`src/hw/rtl/assert_macros.svh`:
```
// Assertion helpers shared by the RTL. They compile away when SYNTHESIS is set.
`ifndef ASSERT_MACROS_SVH
`define ASSERT_MACROS_SVH

`ifndef SYNTHESIS

`define SCA_ASSERT_IMP(label, clk, rst_n, cond, prop) \
    label: assert property (@(posedge clk) disable iff (!rst_n) (cond) |-> (prop)) \
        else $error("assertion failed");

`define SCA_ASSERT_NEXT(label, clk, rst_n, cond, prop) \
    label: assert property (@(posedge clk) disable iff (!rst_n) (cond) |=> (prop)) \
        else $error("assertion failed");

`else

`define SCA_ASSERT_IMP(label, clk, rst_n, cond, prop)

`define SCA_ASSERT_NEXT(label, clk, rst_n, cond, prop)

`endif

`endif

```
`src/hw/rtl/sca_pkg.sv`:
```
package sca_pkg;

    localparam logic [1:0] CMD_ALLOC = 2'd0;
    localparam logic [1:0] CMD_RESET = 2'd1;
    localparam logic [1:0] CMD_READ  = 2'd2;

    localparam logic [1:0] STATUS_OK       = 2'd0;
    localparam logic [1:0] STATUS_BAD_LEN  = 2'd1;
    localparam logic [1:0] STATUS_NO_OWNER = 2'd2;
    localparam logic [1:0] STATUS_NO_RUN   = 2'd3;

    typedef enum logic [2:0] {
        ST_IDLE,
        ST_OWNER_SCAN,
        ST_RUN_SCAN,
        ST_SLOT_COMMIT,
        ST_OWNER_COMMIT,
        ST_READ_SCAN,
        ST_FINISH
    } state_t;

    // Control shared by every cell of a ring.
    typedef struct packed {
        logic shift;
        logic clear;
    } ring_ctrl_t;

endpackage

```
`src/hw/rtl/sca_cell.sv`:
```
module sca_cell #(
    parameter int WIDTH = 7
) (
    input  logic                clk,
    input  logic                rst_n,
    input  sca_pkg::ring_ctrl_t ctrl,
    input  logic [WIDTH-1:0]    shift_in,
    output logic [WIDTH-1:0]    data
);
    import sca_pkg::*;

    logic [WIDTH-1:0] data_reg;
    logic [WIDTH-1:0] data_next;

    always_comb
    begin
        if (ctrl.clear)
        begin
            data_next = '0;
        end
        else if (ctrl.shift)
        begin
            data_next = shift_in;
        end
        else
        begin
            data_next = data_reg;
        end
    end

    always_ff @(posedge clk or negedge rst_n)
    begin
        if (!rst_n)
        begin
            data_reg <= '0;
        end
        else
        begin
            data_reg <= data_next;
        end
    end

    assign data = data_reg;

endmodule

```
`src/hw/rtl/sca_ring.sv`:
```
module sca_ring #(
    parameter int DEPTH = 256,
    parameter int WIDTH = 7
) (
    input  logic                clk,
    input  logic                rst_n,
    input  sca_pkg::ring_ctrl_t ctrl,
    input  logic [WIDTH-1:0]    tail_data,
    output logic [WIDTH-1:0]    head_data
);
    import sca_pkg::*;

    // Data moves toward cell 0; the head's value, possibly modified, re-enters
    // at the last cell, so DEPTH shifts bring every entry back to its place.
    logic [WIDTH-1:0] cell_data [DEPTH];

    for (genvar k = 0; k < DEPTH; k++)
    begin : g_cell
        logic [WIDTH-1:0] cell_in;

        if (k == DEPTH - 1)
        begin : g_last
            assign cell_in = tail_data;
        end
        else
        begin : g_mid
            assign cell_in = cell_data[k+1];
        end

        sca_cell #(
            .WIDTH(WIDTH)
        ) u_cell (
            .clk     (clk),
            .rst_n   (rst_n),
            .ctrl    (ctrl),
            .shift_in(cell_in),
            .data    (cell_data[k])
        );
    end

    assign head_data = cell_data[0];

endmodule

```
`src/hw/rtl/contiguous_slot_allocator.sv`:
```
// First-fit allocator of contiguous slot runs, each run tagged with an owner id.
// Requests arrive on req_valid/req_ready with command, run_length and slot_index;
// each request yields exactly one result on rsp_valid/rsp_ready.
// The slot map and the owner map are rings of cells that rotate past one head
// cell; each pass over a map rotates it by one entry per cycle.
// Allocate: owner scan (OWNER_COUNT), run scan (SLOT_COUNT), slot marking pass
// (SLOT_COUNT), owner marking pass (OWNER_COUNT), then the result is loaded into
// the output register.
// A failed allocate returns after the pass that failed; a bad length returns
// without any pass. Read makes one pass over the slot map; map reset and the
// unused command make none.
// One request is in work at a time; req_ready is high while no request is in work,
// even while the previous result still waits in the output register.
// If the receiver stalls, a finished request holds until the output register
// frees, and no new request is taken meanwhile.
// Reset (rst_n) clears both maps, both high-water marks and rsp_valid
// at once; no clearing pass is needed.
`include "assert_macros.svh"

module contiguous_slot_allocator #(
    parameter int SLOT_COUNT  = 256,
    parameter int OWNER_COUNT = 64,
    localparam int SIDX_W = $clog2(SLOT_COUNT),
    localparam int LEN_W  = $clog2(SLOT_COUNT + 1),
    localparam int OID_W  = (OWNER_COUNT > 1) ? $clog2(OWNER_COUNT) : 1,
    localparam int OM_W   = $clog2(OWNER_COUNT + 1)
) (
    input  logic              clk,
    input  logic              rst_n,
    input  logic              req_valid,
    output logic              req_ready,
    input  logic [1:0]        command,
    input  logic [LEN_W-1:0]  run_length,
    input  logic [SIDX_W-1:0] slot_index,
    output logic              rsp_valid,
    input  logic              rsp_ready,
    output logic [1:0]        status,
    output logic [OID_W-1:0]  owner_id,
    output logic [SIDX_W-1:0] base_slot,
    output logic [OID_W-1:0]  slot_owner,
    output logic [LEN_W-1:0]  slot_high_mark,
    output logic [OM_W-1:0]   owner_high_mark
);
    import sca_pkg::*;

    state_t state_reg, state_next;

    logic [1:0]        cmd_reg;
    logic [LEN_W-1:0]  len_reg;
    logic [SIDX_W-1:0] idx_reg;
    logic [SIDX_W-1:0] slot_cnt_reg;
    logic [OID_W-1:0]  owner_cnt_reg;
    logic              owner_found_reg;
    logic [OID_W-1:0]  owner_sel_reg;
    logic [LEN_W-1:0]  run_reg;
    logic [SIDX_W-1:0] start_reg;
    logic              run_found_reg;
    logic [SIDX_W-1:0] base_reg;
    logic [OID_W-1:0]  rd_reg;
    logic [1:0]        result_status_reg;
    logic [LEN_W-1:0]  slot_mark_reg;
    logic [OM_W-1:0]   owner_mark_reg;

    logic              rsp_valid_reg;
    logic [1:0]        rsp_status_reg;
    logic [OID_W-1:0]  rsp_owner_reg;
    logic [SIDX_W-1:0] rsp_base_reg;
    logic [OID_W-1:0]  rsp_rd_reg;
    logic [LEN_W-1:0]  rsp_slot_mark_reg;
    logic [OM_W-1:0]   rsp_owner_mark_reg;

    ring_ctrl_t        slot_ctrl;
    ring_ctrl_t        owner_ctrl;
    logic              accept;
    logic              load_rsp;

    logic [OID_W:0]    slot_head, slot_tail;
    logic              owner_head, owner_tail;

    logic              bad_len;
    logic              slot_last, owner_last;
    logic              owner_free_now;
    logic [LEN_W-1:0]  run_inc;
    logic              run_hit;
    logic [SIDX_W-1:0] run_start;
    logic [LEN_W-1:0]  run_end;
    logic [LEN_W-1:0]  slot_pos;
    logic              in_run;
    logic [OM_W-1:0]   owner_end;
    logic              granted;

    assign bad_len    = (run_length == '0) || (run_length >= LEN_W'(SLOT_COUNT));
    assign slot_last  = (slot_cnt_reg == SIDX_W'(SLOT_COUNT - 1));
    assign owner_last = (owner_cnt_reg == OID_W'(OWNER_COUNT - 1));

    assign owner_free_now = !owner_head && !owner_found_reg;

    // First-fit run tracking on the slot that sits at the head this cycle.
    assign run_inc   = run_reg + LEN_W'(1);
    assign run_start = (run_reg == '0) ? slot_cnt_reg : start_reg;
    assign run_hit   = !slot_head[OID_W] && !run_found_reg && (run_inc >= len_reg);

    assign run_end   = LEN_W'(base_reg) + len_reg;
    assign slot_pos  = LEN_W'(slot_cnt_reg);
    assign in_run    = (slot_cnt_reg >= base_reg) && (slot_pos < run_end);
    assign owner_end = OM_W'(owner_sel_reg) + OM_W'(1);
    assign granted   = (cmd_reg == CMD_ALLOC) && (result_status_reg == STATUS_OK);

    assign slot_tail  = (state_reg == ST_SLOT_COMMIT && in_run) ?
                        {1'b1, owner_sel_reg} : slot_head;
    assign owner_tail = (state_reg == ST_OWNER_COMMIT && owner_cnt_reg == owner_sel_reg) ?
                        1'b1 : owner_head;

    sca_ring #(
        .DEPTH(SLOT_COUNT),
        .WIDTH(OID_W + 1)
    ) u_slot_ring (
        .clk      (clk),
        .rst_n    (rst_n),
        .ctrl     (slot_ctrl),
        .tail_data(slot_tail),
        .head_data(slot_head)
    );

    sca_ring #(
        .DEPTH(OWNER_COUNT),
        .WIDTH(1)
    ) u_owner_ring (
        .clk      (clk),
        .rst_n    (rst_n),
        .ctrl     (owner_ctrl),
        .tail_data(owner_tail),
        .head_data(owner_head)
    );

    // Next state.
    always_comb
    begin
        state_next = state_reg;
        case (state_reg)
            ST_IDLE:
            begin
                if (req_valid)
                begin
                    case (command)
                        CMD_ALLOC: state_next = bad_len ? ST_FINISH : ST_OWNER_SCAN;
                        CMD_READ:  state_next = ST_READ_SCAN;
                        default:   state_next = ST_FINISH;
                    endcase
                end
            end
            ST_OWNER_SCAN:
            begin
                if (owner_last)
                begin
                    state_next = (owner_found_reg || !owner_head) ? ST_RUN_SCAN : ST_FINISH;
                end
            end
            ST_RUN_SCAN:
            begin
                if (slot_last)
                begin
                    state_next = (run_found_reg || run_hit) ? ST_SLOT_COMMIT : ST_FINISH;
                end
            end
            ST_SLOT_COMMIT:
            begin
                if (slot_last)
                begin
                    state_next = ST_OWNER_COMMIT;
                end
            end
            ST_OWNER_COMMIT:
            begin
                if (owner_last)
                begin
                    state_next = ST_FINISH;
                end
            end
            ST_READ_SCAN:
            begin
                if (slot_last)
                begin
                    state_next = ST_FINISH;
                end
            end
            ST_FINISH:
            begin
                if (!rsp_valid_reg || rsp_ready)
                begin
                    state_next = ST_IDLE;
                end
            end
            default:
            begin
                state_next = ST_IDLE;
            end
        endcase
    end

    // Controls decoded from the state, and map clearing from an accepted reset command.
    always_comb
    begin
        req_ready        = 1'b0;
        load_rsp         = 1'b0;
        slot_ctrl.shift  = 1'b0;
        owner_ctrl.shift = 1'b0;
        case (state_reg)
            ST_IDLE:         req_ready        = 1'b1;
            ST_OWNER_SCAN:   owner_ctrl.shift = 1'b1;
            ST_RUN_SCAN:     slot_ctrl.shift  = 1'b1;
            ST_SLOT_COMMIT:  slot_ctrl.shift  = 1'b1;
            ST_OWNER_COMMIT: owner_ctrl.shift = 1'b1;
            ST_READ_SCAN:    slot_ctrl.shift  = 1'b1;
            ST_FINISH:       load_rsp         = !rsp_valid_reg || rsp_ready;
            default:         req_ready        = 1'b0;
        endcase
        accept           = req_ready && req_valid;
        slot_ctrl.clear  = accept && (command == CMD_RESET);
        owner_ctrl.clear = accept && (command == CMD_RESET);
    end

    always_ff @(posedge clk or negedge rst_n)
    begin
        if (!rst_n)
        begin
            state_reg      <= ST_IDLE;
            slot_cnt_reg   <= '0;
            owner_cnt_reg  <= '0;
            slot_mark_reg  <= '0;
            owner_mark_reg <= '0;
            rsp_valid_reg  <= 1'b0;
        end
        else
        begin
            state_reg <= state_next;

            if (slot_ctrl.shift)
            begin
                slot_cnt_reg <= slot_last ? '0 : slot_cnt_reg + SIDX_W'(1);
            end
            if (owner_ctrl.shift)
            begin
                owner_cnt_reg <= owner_last ? '0 : owner_cnt_reg + OID_W'(1);
            end

            if (accept && command == CMD_RESET)
            begin
                slot_mark_reg  <= '0;
                owner_mark_reg <= '0;
            end
            else if (state_reg == ST_OWNER_COMMIT && owner_last)
            begin
                if (run_end > slot_mark_reg)
                begin
                    slot_mark_reg <= run_end;
                end
                if (owner_end > owner_mark_reg)
                begin
                    owner_mark_reg <= owner_end;
                end
            end

            if (load_rsp)
            begin
                rsp_valid_reg <= 1'b1;
            end
            else if (rsp_ready)
            begin
                rsp_valid_reg <= 1'b0;
            end
        end
    end

    // Per-request working registers and the result register.
    always_ff @(posedge clk)
    begin
        if (accept)
        begin
            cmd_reg           <= command;
            len_reg           <= run_length;
            idx_reg           <= slot_index;
            owner_found_reg   <= 1'b0;
            owner_sel_reg     <= '0;
            run_reg           <= '0;
            start_reg         <= '0;
            run_found_reg     <= 1'b0;
            base_reg          <= '0;
            rd_reg            <= '0;
            result_status_reg <= (command == CMD_ALLOC && bad_len) ? STATUS_BAD_LEN : STATUS_OK;
        end

        if (state_reg == ST_OWNER_SCAN)
        begin
            if (owner_free_now)
            begin
                owner_found_reg <= 1'b1;
                owner_sel_reg   <= owner_cnt_reg;
            end
            else if (owner_last && !owner_found_reg)
            begin
                result_status_reg <= STATUS_NO_OWNER;
            end
        end

        if (state_reg == ST_RUN_SCAN && !run_found_reg)
        begin
            if (slot_head[OID_W])
            begin
                run_reg <= '0;
            end
            else
            begin
                run_reg   <= run_inc;
                start_reg <= run_start;
            end
            if (run_hit)
            begin
                run_found_reg <= 1'b1;
                base_reg      <= run_start;
            end
            else if (slot_last)
            begin
                result_status_reg <= STATUS_NO_RUN;
            end
        end

        if (state_reg == ST_READ_SCAN && slot_cnt_reg == idx_reg)
        begin
            rd_reg <= slot_head[OID_W-1:0];
        end

        if (load_rsp)
        begin
            rsp_status_reg     <= result_status_reg;
            rsp_owner_reg      <= granted ? owner_sel_reg : '0;
            rsp_base_reg       <= granted ? base_reg : '0;
            rsp_rd_reg         <= (cmd_reg == CMD_READ) ? rd_reg : '0;
            rsp_slot_mark_reg  <= slot_mark_reg;
            rsp_owner_mark_reg <= owner_mark_reg;
        end
    end

    assign rsp_valid       = rsp_valid_reg;
    assign status          = rsp_status_reg;
    assign owner_id        = rsp_owner_reg;
    assign base_slot       = rsp_base_reg;
    assign slot_owner      = rsp_rd_reg;
    assign slot_high_mark  = rsp_slot_mark_reg;
    assign owner_high_mark = rsp_owner_mark_reg;

    `SCA_ASSERT_IMP(a_run_scan_has_owner, clk, rst_n, state_reg == ST_RUN_SCAN, owner_found_reg)
    `SCA_ASSERT_IMP(a_commit_has_run, clk, rst_n, state_reg == ST_SLOT_COMMIT, run_found_reg)
    `SCA_ASSERT_IMP(a_run_fits, clk, rst_n, state_reg == ST_SLOT_COMMIT, run_end <= LEN_W'(SLOT_COUNT))
    `SCA_ASSERT_NEXT(a_accept_starts_work, clk, rst_n, accept, state_reg != ST_IDLE)

endmodule
```
`config.mk`:
```
export PLATFORM = sky130hd
export DESIGN_NAME = contiguous_slot_allocator
export DESIGN_NICKNAME = d
export VERILOG_FILES = /design/src/hw/rtl/sca_pkg.sv /design/src/hw/rtl/sca_cell.sv /design/src/hw/rtl/sca_ring.sv /design/src/hw/rtl/contiguous_slot_allocator.sv
export VERILOG_INCLUDE_DIRS = /design/src /design/src/hw/rtl
export SDC_FILE = /design/constraint.sdc
export NUM_CORES = 2
export LEC_CHECK = 0
export ABC_AREA = 1
export BUFFER_PORTS_ARGS = -buffer_cell sky130_fd_sc_hd__buf_2
export CORE_MARGIN = 1
export CORE_UTILIZATION = 35
export DETAILED_ROUTE_END_ITERATION = 10
export GPL_ROUTABILITY_DRIVEN = 0
export PLACE_DENSITY = 0.52
export SYNTH_ARGS = -nofsm -noshare
export SYNTH_HDL_FRONTEND = slang
export SYNTH_SLANG_ARGS = --single-unit
```
`constraint.sdc`:
```
create_clock -name clk -period 3.9 [get_ports clk]
set_input_delay 0.585 -clock clk [delete_from_list [all_inputs] [get_ports clk]]
set_output_delay 0.585 -clock clk [all_outputs]
set_load 0.03 [all_outputs]
```
==> out/qor.yml <==
highest_count_cells_in_the_layout_ignoring_fill_and_taps: "sky130_fd_sc_hd__inv_1 (1902), sky130_fd_sc_hd__dfrtp_1 (1890), sky130_fd_sc_hd__o22ai_1 (1783)"
synth.net_count: 6846
critical_path.max_fanout: 8
drcViolationCount: 0
largest_register_ff_count: 1792
avgViaCountPerCell: 4.72
launching_element_type_of_the_critical_path: "flip-flop"
grt_remaining_overflow: 0
total_power_uw: 77800
dr_total_vias: 45900
final_nets: 6841
numClockSinks: 1988
ir_drop_mv: 0.517
vias_in_the_first_global_route: 47200
setup.worst_path.end_class: "flip-flop"
final-hold-violation-count: 0
reg2reg_depth: 16
netlist_area_sq_mm: 0.0745
total_global_routing_track_utilization_pct: 12.3
syn_avg_cell_area_sq_um: 11.0
hold_slack_ns: 0.284
seq_total_area_yosys_pct: 67.1
placementRows: 168
die-width_um: 463
max_slew_headroom_at_the_worst_pin_pct: 34.0
cts.repair.resized: 0
chip_height_um: 463
synthFlopType: "sky130_fd_sc_hd__dfrtp_1"
timing.clock.skew_ns: 0.0177
design.portCount: 63
async_set_or_reset_register_ratio_after_synthesis_pct: 95.1
layout-drive-gt1-share_pct: 7.63
r2r_setup_slack_ns: 0.65
hpwlAfterDp_um: 73000
final.period_utilization_pct: 83.2
syn_inst: 6769
drv_slew: 0
worstSkewPairLatency_ns: 0.81
area_growth_pct: 13.3
fin_setup_tns_ns: 0
grt_max_degree: 154
ys_ff_latch: 1988
maxCapViolations: 0
clk_transition_reported_paths_ns: 0.06
dp.cells: 9347
capture_point_of_the_worst_reg_to_reg_path: "slot_mark_reg[8]$_DFFE_PN0P_"
outcome: "finished clean"
layout_commonest_cell: "sky130_fd_sc_hd__inv_1"
ctsLongestPathBuffers: 3
final-setup-viol-count: 0
power.density_mw_per_mm2: 922
cts_tree: "done"
ctsHtreeMaxLevel: 4
clk_root_buffer_cell: "sky130_fd_sc_hd__clkbuf_16"
worstPathArrival_ns: 3.97
drt_iter0_markers: 3559
placement.io_buffers: 62
critPathKind: "flip-flop to flip-flop"
worstPathRequired_ns: 4.62
synth_enable_flop_cells: 72
die_area_sq_mm: 0.215
grt_antenna_before_repair: 1
drtAntennaViolNets: 0
cellLeakagePower_uw: 0.0377
ys.warnings.count: 0
post_synth_num_cell_types: 42
max_slew.worst_pin.slew_ns: 0.987
layout.cells.non_filler: 9728
wire_per_inst_um: 13.2
core-area_sq_mm: 0.210
place_worst_setup_slack_ns: 0.704
first_pass_grt_wire_length_um: 229000
r2r_start: "len_reg[0]$_DFFE_PP_"
first_pass_iters: 5
cts-buffers-inserted: 199
final.min_clock_period_ns: 3.25
initial_standard_cell_utilization_of_the_core_pct: 35.4
maxClockFrequency_mhz: 308
post-route-worst-setup-slack_ns: 0.654
rsz0062_at_grt: "no"
worstHoldPathType: "primary input to async pin"
totalWireLength_um: 129000
==> Yosys cell counts, types with 6 or more instances <==
library cell,number,share of area [%]
sky130_fd_sc_hd__ha_1,53,0.89
sky130_fd_sc_hd__nor2_1,82,0.41
sky130_fd_sc_hd__buf_6,77,1.2
sky130_fd_sc_hd__o22ai_1,1783,15
sky130_fd_sc_hd__nand2_1,206,1.0
sky130_fd_sc_hd__dfxtp_1,26,0.70
sky130_fd_sc_hd__nand4_1,12,0.10
sky130_fd_sc_hd__nand3_1,87,0.58
sky130_fd_sc_hd__nor3_1,11,0.074
sky130_fd_sc_hd__buf_2,86,0.58
sky130_fd_sc_hd__edfxtp_1,72,2.9
sky130_fd_sc_hd__a21oi_1,34,0.23
sky130_fd_sc_hd__buf_4,51,0.51
sky130_fd_sc_hd__inv_1,1903,9.6
sky130_fd_sc_hd__clkbuf_1,203,1.0
sky130_fd_sc_hd__mux2i_1,7,0.094
sky130_fd_sc_hd__o21ai_0,115,0.77
sky130_fd_sc_hd__buf_8,6,0.12
sky130_fd_sc_hd__xor2_1,24,0.28
sky130_fd_sc_hd__dfrtp_1,1890,64
==> power by group <==
group | leakage (uW) | switching, uW | internal [uW]
Combinational | 0.00744 | 17000 | 8890
Sequential | 0.0269 | 2590 | 30100
Clock | 0.00330 | 7730 | 11400
Total | 0.0377 | 27300 | 50500
==> what timing repair did <==
action,CTS,global route
buffers inserted,0,0
hold buffers,21,0
hold endpoints to repair,105,0
==> worst max-delay path, stage by stage (launching register included) <==
cell	delay (ns)
sky130_fd_sc_hd__edfxtp_1	0.42
sky130_fd_sc_hd__ha_1	0.25
sky130_fd_sc_hd__fa_1	0.41
sky130_fd_sc_hd__nand3_1	0.10
sky130_fd_sc_hd__nand3_1	0.13
sky130_fd_sc_hd__nand4_1	0.11
sky130_fd_sc_hd__nand2_1	0.07
sky130_fd_sc_hd__xor2_1	0.28
sky130_fd_sc_hd__inv_1	0.08
sky130_fd_sc_hd__ha_1	0.32
sky130_fd_sc_hd__nand2_1	0.10
sky130_fd_sc_hd__nor2_1	0.06
sky130_fd_sc_hd__nand2_1	0.07
sky130_fd_sc_hd__o211ai_1	0.07
sky130_fd_sc_hd__o21ai_0	0.21
sky130_fd_sc_hd__nand2_1	0.26
sky130_fd_sc_hd__o22ai_1	0.21
==> layout make-up <==
cell class,instances,area [sq um]
Sequential cell,1988,50000
Timing Repair Buffer,220,2160
Antenna cell,1,2.50
Multi-Input combinational cell,2448,14800
Fill cell,20100,126000
Inverter,1907,7170
Clock buffer,303,6050
Clock inverter,56,658
Tap cell,2805,3510
==> layer usage <==
layer  part of all wire [%]  vias up  global-route usage, %
met2                     45      511                   19.6
li1                       -    22400                      -
met5                      0        -                      0
met1                     49    22700                   16.8
met3                    3.5      227                   2.38
met4                    2.5        0                   3.92
==> how the worst max path moves through the flow <==
stage,from,end,slack [ns],cells after the start
3_5_place_dp,len_reg[0]$_DFFE_PP_,slot_mark_reg[8]$_DFFE_PN0P_,0.70,16
6_report,len_reg[0]$_DFFE_PP_,slot_mark_reg[8]$_DFFE_PN0P_,0.65,16
5_1_grt,len_reg[0]$_DFFE_PP_,slot_mark_reg[5]$_DFFE_PN0P_,0.30,16
3_3_place_gp,len_reg[0]$_DFFE_PP_,slot_mark_reg[1]$_DFFE_PN0P_,0.77,16
4_1_cts,len_reg[0]$_DFFE_PP_,slot_mark_reg[8]$_DFFE_PN0P_,0.67,16
2_1_floorplan,len_reg[0]$_DFFE_PP_,slot_mark_reg[7]$_DFFE_PN0P_,1.0,15
==> kinds of logic after synthesis <==
kind of cell	count (synthesis)	share of synthesized area, %
AO/OA/AOI/OAI	1947	16.1
XOR/XNOR	29	0.341
adder cells (fa/ha/maj)	54	0.918
buffers and inverters	2333	13.0
flip-flops	1988	67.1
multiplexers	7	0.0941
AND/OR/NAND/NOR	411	2.35
==> through the flow <==
| step | instance area [sq um] | utilization, % |
|---|---|---|
| 2_1_floorplan | 74500 | - |
| 3_3_place_gp | 77400 | 36.8 |
| 3_5_place_dp | 77400 | 36.8 |
| 4_1_cts | 84300 | 40.1 |
| 5_1_grt | 84300 | 40.1 |
| 6_report | 84300 | 40.1 |
Power figures use the tool's default switching activity.
